## config.mk

```make
export PLATFORM = sky130hd
export DESIGN_NAME = rpn_front
export DESIGN_NICKNAME = d
export VERILOG_FILES = /design/src/design/rpn_pkg.sv /design/src/design/rpn_front.sv
export SDC_FILE = /design/constraint.sdc
export NUM_CORES = 1
export LEC_CHECK = 0
export BUFFER_PORTS_ARGS = -buffer_cell sky130_fd_sc_hd__buf_2
export CAP_MARGIN = 0
export CORE_MARGIN = 1.5
export CORE_UTILIZATION = 36
export DETAILED_ROUTE_END_ITERATION = 10
export PLACE_DENSITY_LB_ADDON = 0.12
export SYNTH_ARGS = -nofsm -noshare
export SYNTH_HDL_FRONTEND = slang
export SYNTH_SLANG_ARGS = --single-unit
```

## constraint.sdc

```tcl
create_clock -name clk -period 2.98 [get_ports clk]
set_input_delay 0.149 -clock clk [delete_from_list [all_inputs] [get_ports clk]]
set_output_delay 0.149 -clock clk [all_outputs]
set_load 0.05 [all_outputs]
```

## src/design/rpn_pkg.sv

```systemverilog
// Package for the RPN stack evaluator: widths, action codes, shared types.
// No dependencies.
`timescale 1ns / 1ps
package rpn_pkg;
  localparam int VAL_W = 48;
  localparam int FRAC_BITS = 16;
  localparam int STACK_DEPTH = 128;
  localparam int ADDR_W = $clog2(STACK_DEPTH);
  localparam int CNT_W = $clog2(STACK_DEPTH + 1);
  localparam int ACT_W = 3;

  typedef enum logic [ACT_W-1:0] {
    ACT_PUSH  = 3'd0,
    ACT_ADD   = 3'd1,
    ACT_SUB   = 3'd2,
    ACT_MUL   = 3'd3,
    ACT_DIV   = 3'd4,
    ACT_MOD   = 3'd5,
    ACT_PRINT = 3'd6,
    ACT_UNK   = 3'd7
  } action_t;

  typedef struct packed {
    action_t            action;
    logic [VAL_W-1:0]   number_value;
  } cmd_t;

  typedef struct packed {
    logic             has_value;
    logic [VAL_W-1:0] value;
    logic             stack_overflow;
    logic             stack_underflow;
    logic             zero_divide;
    logic             unknown_command;
  } res_t;

  localparam logic [VAL_W-1:0] POS_MAX = {1'b0, {(VAL_W-1){1'b1}}};
  localparam logic [VAL_W-1:0] NEG_MIN = {1'b1, {(VAL_W-1){1'b0}}};
endpackage

```

## src/design/rpn_front.sv

```systemverilog
// Front end: accepts tokens and holds them in a two-entry queue.
// Depends on rpn_pkg.
`timescale 1ns / 1ps
module rpn_front (
  input  logic          clk,
  input  logic          rst_n,
  input  logic          in_valid,
  output logic          in_ready,
  input  rpn_pkg::cmd_t in_cmd,
  output logic          q_valid,
  input  logic          q_ready,
  output rpn_pkg::cmd_t q_cmd
);
  import rpn_pkg::*;
  cmd_t       buf_r [2];
  logic       wp_r, rp_r;
  logic [1:0] cnt_r;

  assign in_ready = (cnt_r != 2'd2);
  assign q_valid  = (cnt_r != 2'd0);
  assign q_cmd    = buf_r[rp_r];

  always_ff @(posedge clk) begin
    if (!rst_n) begin
      wp_r <= 1'b0; rp_r <= 1'b0; cnt_r <= 2'd0;
    end else begin
      if (in_valid && in_ready) begin
        buf_r[wp_r] <= in_cmd;
        wp_r <= ~wp_r;
      end
      if (q_valid && q_ready) rp_r <= ~rp_r;
      cnt_r <= cnt_r + 2'(in_valid && in_ready) - 2'(q_valid && q_ready);
    end
  end
endmodule

```

==> impl_metrics.json, run 1 <==
{
  "syn-num-nets": 241,
  "worst_r2r_startpoint": "cnt_r[0]",
  "end_kind": "output pin",
  "grt_pass1_vias": 2174,
  "drive_above_1_share": 0.531,
  "vias_per_cell": 4.40,
  "pwr-share-comb": 0.332,
  "cts_buffers": 9,
  "crit_path_start_kind": "flip-flop",
  "dieArea_mm2": 0.0122,
  "fin_ws_ns": 1.00,
  "cp.required_ns": 2.83,
  "cts_hold_buf": 30,
  "via_count": 2112,
  "cts_resized": 0,
  "status": "finished, final reports clean",
  "yosysSeqAreaShare": 0.758,
  "gp_congestion": 0.733,
  "clockBufferDepth": 2,
  "coreArea_mm2": 0.0114,
  "p_int_mw": 2.98,
  "grt.overflow.total": 0,
  "avgSynthCellArea_um2": 22.7,
  "numPortBuffers": 107,
  "maxSlewHeadroom": 0.539,
  "p_leak_nw": 2.11,
  "rr_worst_depth": 4,
  "detail_route.wl_per_cell_um": 14.3,
  "ant_nets": 0,
  "io-pin-count": 108,
  "ys_seq_elements": 107,
  "clk_latency_ns": 0.33,
  "fin_cells": 480,
  "layout.nets": 389,
  "start_util": 0.367,
  "hpwl_um": 4280,
  "antenna_found_initial": 0,
  "p_clk_frac": 0.249,
  "rrSetupSlack_ns": 1.18,
  "hold_start": "in_cmd[14]",
  "fillers": 967,
  "hold_viol": 0,
  "postCtsSetupBuffers": 0,
  "totalWireLength_um": 6850,
  "layout_common_cells": "buf_2 (107), edfxtp_1 (102), mux2_4 (50), dlygate4sd3_1 (33), clkbuf_16 (9)",
  "vdd.ir_drop.worst_mv": 0.336,
  "fin_setup_tns_ns": 0,
  "multi_input_area_um2": 898,
  "grt_start_max_net_pins": 52,
  "cts_htree_levels": 3,
  "max_freq_ghz": 0.506,
  "die_h_um": 111,
  "whs_endpoint": "buf_r[1][14]",
  "syn_inst": 184,
  "rows": 39,
  "rsz0062_at_grt": "false",
  "antenna_cells_inserted": 0,
  "holdPathStages": 1,
  "preCtsSetupSlack_ns": 1.16,
  "clockRootBuffer": "clkbuf_16",
  "hold_path.class": "in -> reg",
  "setup-violations-final": 0,
  "yosysWarningCount": 0,
  "power.density_mw_per_mm2": 826,
  "seqPwrFrac": 0.419,
  "track_usage": 0.115,
  "p_switching_mw": 1.52,
  "regArea_mm2": 0.00317,
  "dp.cells": 431,
  "slew_violations": 0,
  "final_common_cell": "buf_2",
  "cts_tree": "yes",
  "grt_pass1_wl_um": 10700,
  "syn_area_mm2": 0.00417,
  "clk_pin_slew_ns": 0.06,
  "period_minus_slack_ns": 1.98,
  "drc": 0,
  "clock_sinks": 107,
  "yosys.area.top_type": "edfxtp_1",
  "dr.pass1.iters": 4,
  "initialDrtViolationCount": 51,
  "area_growth_pct": 30.4,
  "yosys.area.top_type_share": 0.734,
  "die_x_um": 111,
  "reg2reg_to": "buf_r[1][7]",
  "maxCapViolCount": 0,
  "yosys-top-cells-area": "edfxtp_1 (73%), mux2_4 (18%), buf_12 (2.4%), dfxtp_1 (2.4%), xnor2_1 (0.63%)",
  "yosysUniqueCellTypes": 19,
  "tightest_slew_ns": 0.692,
  "p_sw_frac": 0.338,
  "period_share": 0.663,
  "cp.arrival_ns": 1.83,
  "utilization": 0.478,
  "critical_path_peak_fanout": 30,
  "fin_skew_ns": 0.00560,
  "worstSetupPathType": "reg -> out"
}
[power groups by stage]
stage               Combinational, mW  Clock, mW  Sequential (mW)
finish                           1.49       1.12             1.88
global route                     1.57       1.22             1.90
CTS                              1.51       1.16             1.89
detailed placement               1.48          0             1.92
global placement                 1.48          0             1.92
floorplan                        1.33          0             1.85
[layout make-up]
type,count,share of cell area
Clock buffer,11,0.0428
Clock inverter,5,0.0101
Inverter,2,0.00138
Multi-Input combinational cell,69,0.165
Sequential cell,107,0.582
Tap cell,143,0.0329
Timing Repair Buffer,143,0.166
[metal layers]
metal	up-vias	track usage	part of all wire	wire, µm
li1	1010	-	-	-
met1	1018	0.131	0.42	2860
met2	75	0.198	0.51	3490
met3	9	0.0362	0.058	395
met4	0	0.0513	0.014	96
met5	-	0	0	0
[synthesized netlist by cell type]
cell type and number:
or2_2 1, nand2b_1 1, nand2_1 1, nor2_1 1, nand3_1 1, nor2b_1 2, dfxtp_1 5, o22ai_1 1
mux2_2 1, xnor2_1 3, ha_1 2, edfxtp_1 102, inv_1 2, buf_12 5, o21a_1 1, mux2_4 50
and2_1 3, and3_1 1, buf_6 1
[critical path, stage by stage, from the launching register on]
cell and delay (ns):
dfxtp_4 0.63, buf_12 0.31, mux2_4 0.34, buf_2 0.21
[sequential cells by signal, indices dropped and copies added, names as in the netlist, named ones only]
signal  flops
cnt_r       2
wp_r        1
buf_r     102
rp_r        1
[through the flow]
stage	hold WS [ns]	power, mW	cell area, µm²
finish	0.0104	4.49	5440
detailed placement	0.340	3.40	4820
global route	0.000206	4.68	5440
floorplan	0.248	3.19	4170
global placement	0.336	3.39	4820
CTS	0.000197	4.56	5410
[cells by family (layout without fill, tap and decap cells)]
kind of cell             count (synthesis)  count (layout)  share of synthesized area
AND/OR/NAND/NOR                         11              11                     0.0150
flip-flops                             107             107                      0.758
buffers and inverters                    8             161                     0.0285
multiplexers                            51              51                      0.183
XOR/XNOR                                 3               3                    0.00630
adder cells (fa/ha/maj)                  2               2                    0.00600
AO/OA/AOI/OAI                            2               2                    0.00330
[how the worst max path moves through the flow]
stage | endpoint | cells past startpoint
after floorplan | buf_r[0][0] | 3
after global placement | buf_r[1][42] | 4
after detailed placement | buf_r[1][30] | 4
after CTS | q_cmd[43] | 3
after global routing | q_cmd[11] | 3
final | q_cmd[43] | 3
No activity file was read; power rests on OpenSTA's default activity.
==> inputs of run 2 (changes only) <==
--- a/config.mk
+++ b/config.mk
@@ -5,6 +5,7 @@
 export SDC_FILE = /design/constraint.sdc
 export NUM_CORES = 1
 export LEC_CHECK = 0
+export ABC_AREA = 1
 export BUFFER_PORTS_ARGS = -buffer_cell sky130_fd_sc_hd__buf_2
 export CAP_MARGIN = 0
 export CORE_MARGIN = 1.5
==> constraint.sdc (replaced) <==
create_clock -name clk -period 2 [get_ports clk]
set_input_delay 0.1 -clock clk [delete_from_list [all_inputs] [get_ports clk]]
set_output_delay 0.1 -clock clk [all_outputs]
set_load 0.05 [all_outputs]
==> impl_metrics.json, run 2 <==
{
  "fin_setup_tns_ns": 0,
  "coreArea_mm2": 0.0114,
  "grt_pass1_vias": 2294,
  "crit_path_start_kind": "flip-flop",
  "ant_nets": 0,
  "layout.nets": 426,
  "cts_htree_levels": 3,
  "grt.overflow.total": 0,
  "hpwl_um": 4800,
  "vias_per_cell": 4.30,
  "cts_resized": 0,
  "p_int_mw": 4.60,
  "start_util": 0.369,
  "yosysWarningCount": 0,
  "max_freq_ghz": 0.557,
  "end_kind": "output pin",
  "fillers": 971,
  "p_switching_mw": 2.36,
  "grt_pass1_wl_um": 11700,
  "area_growth_pct": 37.1,
  "syn-num-nets": 255,
  "drc": 0,
  "syn_area_mm2": 0.00419,
  "rows": 39,
  "period_share": 0.898,
  "detail_route.wl_per_cell_um": 14.2,
  "period_minus_slack_ns": 1.80,
  "cts_tree": "yes",
  "pwr-share-comb": 0.343,
  "clockBufferDepth": 2,
  "yosys-top-cells-area": "edfxtp_1 (73%), mux2_4 (18%), buf_12 (2.4%), dfxtp_1 (2.4%), nand2_1 (0.90%)",
  "syn_inst": 198,
  "io-pin-count": 108,
  "critical_path_peak_fanout": 18,
  "regMostFlops": "buf_r",
  "yosysUniqueCellTypes": 14,
  "fin_ws_ns": 0.204,
  "p_clk_frac": 0.252,
  "slew_violations": 0,
  "clk_pin_slew_ns": 0.07,
  "avgSynthCellArea_um2": 21.2,
  "clockRootBuffer": "clkbuf_16",
  "utilization": 0.505,
  "yosysSeqAreaShare": 0.755,
  "hold_viol": 0,
  "numPortBuffers": 107,
  "grt_start_max_net_pins": 33,
  "seqPwrFrac": 0.405,
  "tightest_slew_ns": 0.356,
  "top_regs": "buf_r x102, cnt_r x2",
  "ys_seq_elements": 107,
  "p_leak_nw": 2.27,
  "yosys.area.top_type_share": 0.731,
  "worstSetupPathType": "reg -> out",
  "initialDrtViolationCount": 55,
  "synth_flop_cell": "edfxtp_1",
  "yosys.area.top_type": "edfxtp_1",
  "regArea_mm2": 0.00317,
  "maxSlewHeadroom": 0.763,
  "largest_reg_flops": 102,
  "layout_common_cells": "buf_2 (107), edfxtp_1 (102), dlygate4sd3_1 (51), mux2_4 (50)",
  "hold_path.class": "in -> reg",
  "cp.required_ns": 1.90,
  "final_common_cell": "buf_2",
  "dr.pass1.iters": 4,
  "antenna_cells_inserted": 0,
  "multi_input_area_um2": 892,
  "track_usage": 0.123,
  "antenna_found_initial": 0,
  "p_sw_frac": 0.339,
  "fin_skew_ns": 0.00719,
  "drive_above_1_share": 0.489,
  "synth-edff-count": 102,
  "via_count": 2223,
  "preCtsSetupSlack_ns": 0.453,
  "cp.arrival_ns": 1.70,
  "ys_top_cells_by_count": "edfxtp_1 (102), mux2_4 (50), nand2_1 (10), inv_1 (9), nor2_1 (8)",
  "vdd.ir_drop.worst_mv": 0.895,
  "async_flop_share": 0,
  "maxCapViolCount": 0,
  "dieArea_mm2": 0.0123,
  "totalWireLength_um": 7360,
  "status": "finished, final reports clean",
  "setup-violations-final": 0,
  "die_x_um": 111,
  "clk_latency_ns": 0.33,
  "holdWs_ns": 0.0192,
  "cts_buffers": 9,
  "total_power_mw": 6.96,
  "clock_sinks": 107,
  "die_h_um": 111,
  "synth.most_common_cell": "edfxtp_1",
  "rsz0062_at_grt": "false",
  "power.density_mw_per_mm2": 1210,
  "gp_congestion": 0.749
}
-- run 2: cell count changes after synthesis, moves of 2 or more --
| cell | delta |
|---|---|
| nor2b_1 | -2 |
| and2_1 | -3 |
| nor2_1 | +7 |
| inv_1 | +7 |
| xnor2_1 | -3 |
| nand2_1 | +9 |
-- run 2: layer usage --
layer | vias up | global-route usage | routed length (µm)
met3 | 9 | 0.0246 | 313
met5 | - | 0 | 0
met4 | 0 | 0.0564 | 131
met1 | 1064 | 0.150 | 3140
met2 | 58 | 0.212 | 3780
li1 | 1092 | - | -
-- run 2: area by class of cell --
class                      count  area share
clock buffer                  14      0.0460
clock inverter                 2     0.00610
inverter                       9     0.00654
multi-input combinational     76       0.155
sequential                   107       0.551
tap                          143      0.0312
timing repair buffer         166       0.203
-- run 2: final timing paths --
kind / from / to / slack (ns) / depth (start not counted)
max: flip-flop / q_cmd[21] / 0.20 / 3
min: rst_n / cnt_r[0] / 0.02 / 3
max reg2reg: cnt_r[0] / cnt_r[1] / 0.46 / 10
min reg2reg: rp_r / rp_r / 0.52 / 2
-- run 2: power groups by stage --
stage / sequential, mW / combinational [mW] / clock (mW)
final: 2.82 / 2.39 / 1.75
after global routing: 2.84 / 2.52 / 1.87
after CTS: 2.82 / 2.42 / 1.81
after detailed placement: 2.87 / 2.34 / 0
after global placement: 2.87 / 2.33 / 0
after floorplan: 2.80 / 2.00 / 0
-- run 2: worst max-delay path, cell delays in order, from the launching register on --
cell     delay, ns
dfxtp_4       0.58
buf_4         0.26
mux2_4        0.31
buf_2         0.21
-- run 2: per-stage QoR --
stage,cell area [µm²],instances
after floorplan,4200,198
after detailed placement,4930,450
after CTS,5740,517
after global placement,4930,450
final,5740,517
after global routing,5740,517
-- run 2: kinds of logic after synthesis --
| kind of cell | count (synthesis) | share of synthesized area |
|---|---|---|
| multiplexers | 51 | 0.182 |
| adder cells (fa/ha/maj) | 2 | 0.00597 |
| buffers and inverters | 15 | 0.0346 |
| AO/OA/AOI/OAI | 3 | 0.00418 |
| AND/OR/NAND/NOR | 20 | 0.0185 |
| flip-flops | 107 | 0.755 |
-- run 2: what timing repair did --
item	4_1_cts	5_1_grt
endpoints found under the hold margin	102	0
buffers inserted	0	0
hold buffers	51	0
==> inputs of run 3 (changes only) <==
--- a/config.mk
+++ b/config.mk
@@ -11,7 +11,8 @@
 export CORE_MARGIN = 1.5
 export CORE_UTILIZATION = 36
 export DETAILED_ROUTE_END_ITERATION = 10
-export PLACE_DENSITY_LB_ADDON = 0.12
+export MAX_ROUTING_LAYER = met4
+export PLACE_DENSITY = 0.63
 export SYNTH_ARGS = -nofsm -noshare
 export SYNTH_HDL_FRONTEND = slang
 export SYNTH_SLANG_ARGS = --single-unit
==> impl_metrics.json, run 3 (synthesized netlist as in run 2, its figures left out) <==
{
  "maxCapViolCount": 0,
  "cts_resized": 0,
  "maxSlewHeadroom": 0.803,
  "totalWireLength_um": 7270,
  "clockRootBuffer": "clkbuf_16",
  "fillers": 963,
  "dp.cells": 449,
  "tightest_slew_ns": 0.295,
  "layout.nets": 426,
  "antenna_found_initial": 0,
  "total_power_mw": 6.98,
  "rrSetupSlack_ns": 0.39,
  "cp.arrival_ns": 1.67,
  "antenna_cells_inserted": 0,
  "gp_congestion": 0.708,
  "cts_buffers": 9,
  "dieArea_mm2": 0.0123,
  "vias_per_cell": 4.37,
  "grt_pass1_wl_um": 11600,
  "clockBufferDepth": 2,
  "die_x_um": 111,
  "coreArea_mm2": 0.0114,
  "hold_viol": 0,
  "via_count": 2261,
  "end_kind": "output pin",
  "hold_path.class": "in -> reg",
  "start_util": 0.369,
  "die_h_um": 111,
  "detail_route.wl_per_cell_um": 14.1,
  "crit_path_start_kind": "flip-flop",
  "holdPathStages": 4,
  "power.density_mw_per_mm2": 1220,
  "dr.pass1.iters": 4,
  "area_growth_pct": 37.0,
  "rsz0062_at_grt": "false",
  "clock_sinks": 107,
  "hpwl_um": 4680,
  "fin_skew_ns": 0.00375,
  "largest_reg_flops": 102,
  "io-pin-count": 108,
  "cts_tree": "yes",
  "slew_violations": 0,
  "track_usage": 0.126,
  "final_common_cell": "buf_2",
  "regMostFlops": "buf_r",
  "rr_worst_depth": 5,
  "fin_ws_ns": 0.235,
  "initialDrtViolationCount": 52,
  "preCtsSetupSlack_ns": 0.368,
  "max_freq_ghz": 0.566,
  "critical_path_peak_fanout": 13,
  "period_share": 0.883,
  "ant_nets": 0,
  "vdd.ir_drop.worst_mv": 0.612,
  "numPortBuffers": 107,
  "drive_above_1_share": 0.489,
  "cts_htree_levels": 3,
  "layout_common_cells": "buf_2 (107), edfxtp_1 (102), dlygate4sd3_1 (52), mux2_4 (50)",
  "grt_pass1_vias": 2476,
  "utilization": 0.505,
  "clk_latency_ns": 0.33,
  "fin_cells": 517,
  "top_regs": "buf_r x102, cnt_r x2",
  "rows": 39,
  "period_minus_slack_ns": 1.77,
  "grt.overflow.total": 0,
  "postCtsSetupBuffers": 0,
  "fin_setup_tns_ns": 0,
  "cp.required_ns": 1.90,
  "status": "finished, final reports clean",
  "grt_start_max_net_pins": 36,
  "p_leak_nw": 2.28,
  "clk_pin_slew_ns": 0.06,
  "drc": 0,
  "worstSetupPathType": "reg -> out",
  "setup-violations-final": 0
}
run 3: cell types whose count changed in the layout (fill, tap and decap cells not counted), sizes merged:
cell	previous run	this run
buf	115	114
bufinv	1	2
clkbuf	14	9
clkinv	1	5
dlygate4sd3	51	52
run 3: what timing repair did:
item                       in CTS  in global routing
setup endpoints to repair       0                  0
hold endpoints to repair      103                  0
hold buffers                   52                  0
run 3: layer usage:
metal	global-route usage	up-vias	part of all wire
met5	-	-	0
met4	0.0564	0	0.019
met3	0.0252	13	0.045
met2	0.227	75	0.52
met1	0.134	1079	0.41
li1	-	1094	-
run 3: final cells by class:
type,instances,area (µm²),share of cell area
flip-flops and latches,107,3170,0.552
clock buffers,9,225,0.0392
repair buffers,166,1160,0.202
clock inverters,7,82.6,0.0144
well taps,143,179,0.0312
multi-input cells,76,892,0.155
inverters,9,37.5,0.00654
run 3: critical path, stage by stage, from the launching register on:
cell,delay (ns)
dfxtp_4,0.51
buf_4,0.27
mux2_4,0.32
buf_2,0.21
run 3: power by group:
| group | internal [mW] | leakage [nW] | switching, mW |
|---|---|---|---|
| logic | 0.848 | 1.15 | 1.54 |
| registers | 2.70 | 0.977 | 0.106 |
| clock network | 1.08 | 0.154 | 0.708 |
run 3: stage by stage:
| stage | instance area [µm²] | hold WS [ns] |
|---|---|---|
| after floorplan | 4200 | 0.193 |
| after global placement | 4910 | 0.287 |
| after detailed placement | 4910 | 0.291 |
| after CTS | 5740 | 0.0717 |
| after global routing | 5740 | 0.122 |
| final | 5740 | 0.0790 |
run 3: path summary, 6_finish.rpt:
| kind | startpoint | endpoint |
|---|---|---|
| setup / recovery | flip-flop | q_cmd[31] |
| hold / removal | q_ready | flip-flop |
| setup reg to reg | cnt_r[0] | buf_r[0][31] |
| hold reg to reg | rp_r | rp_r |
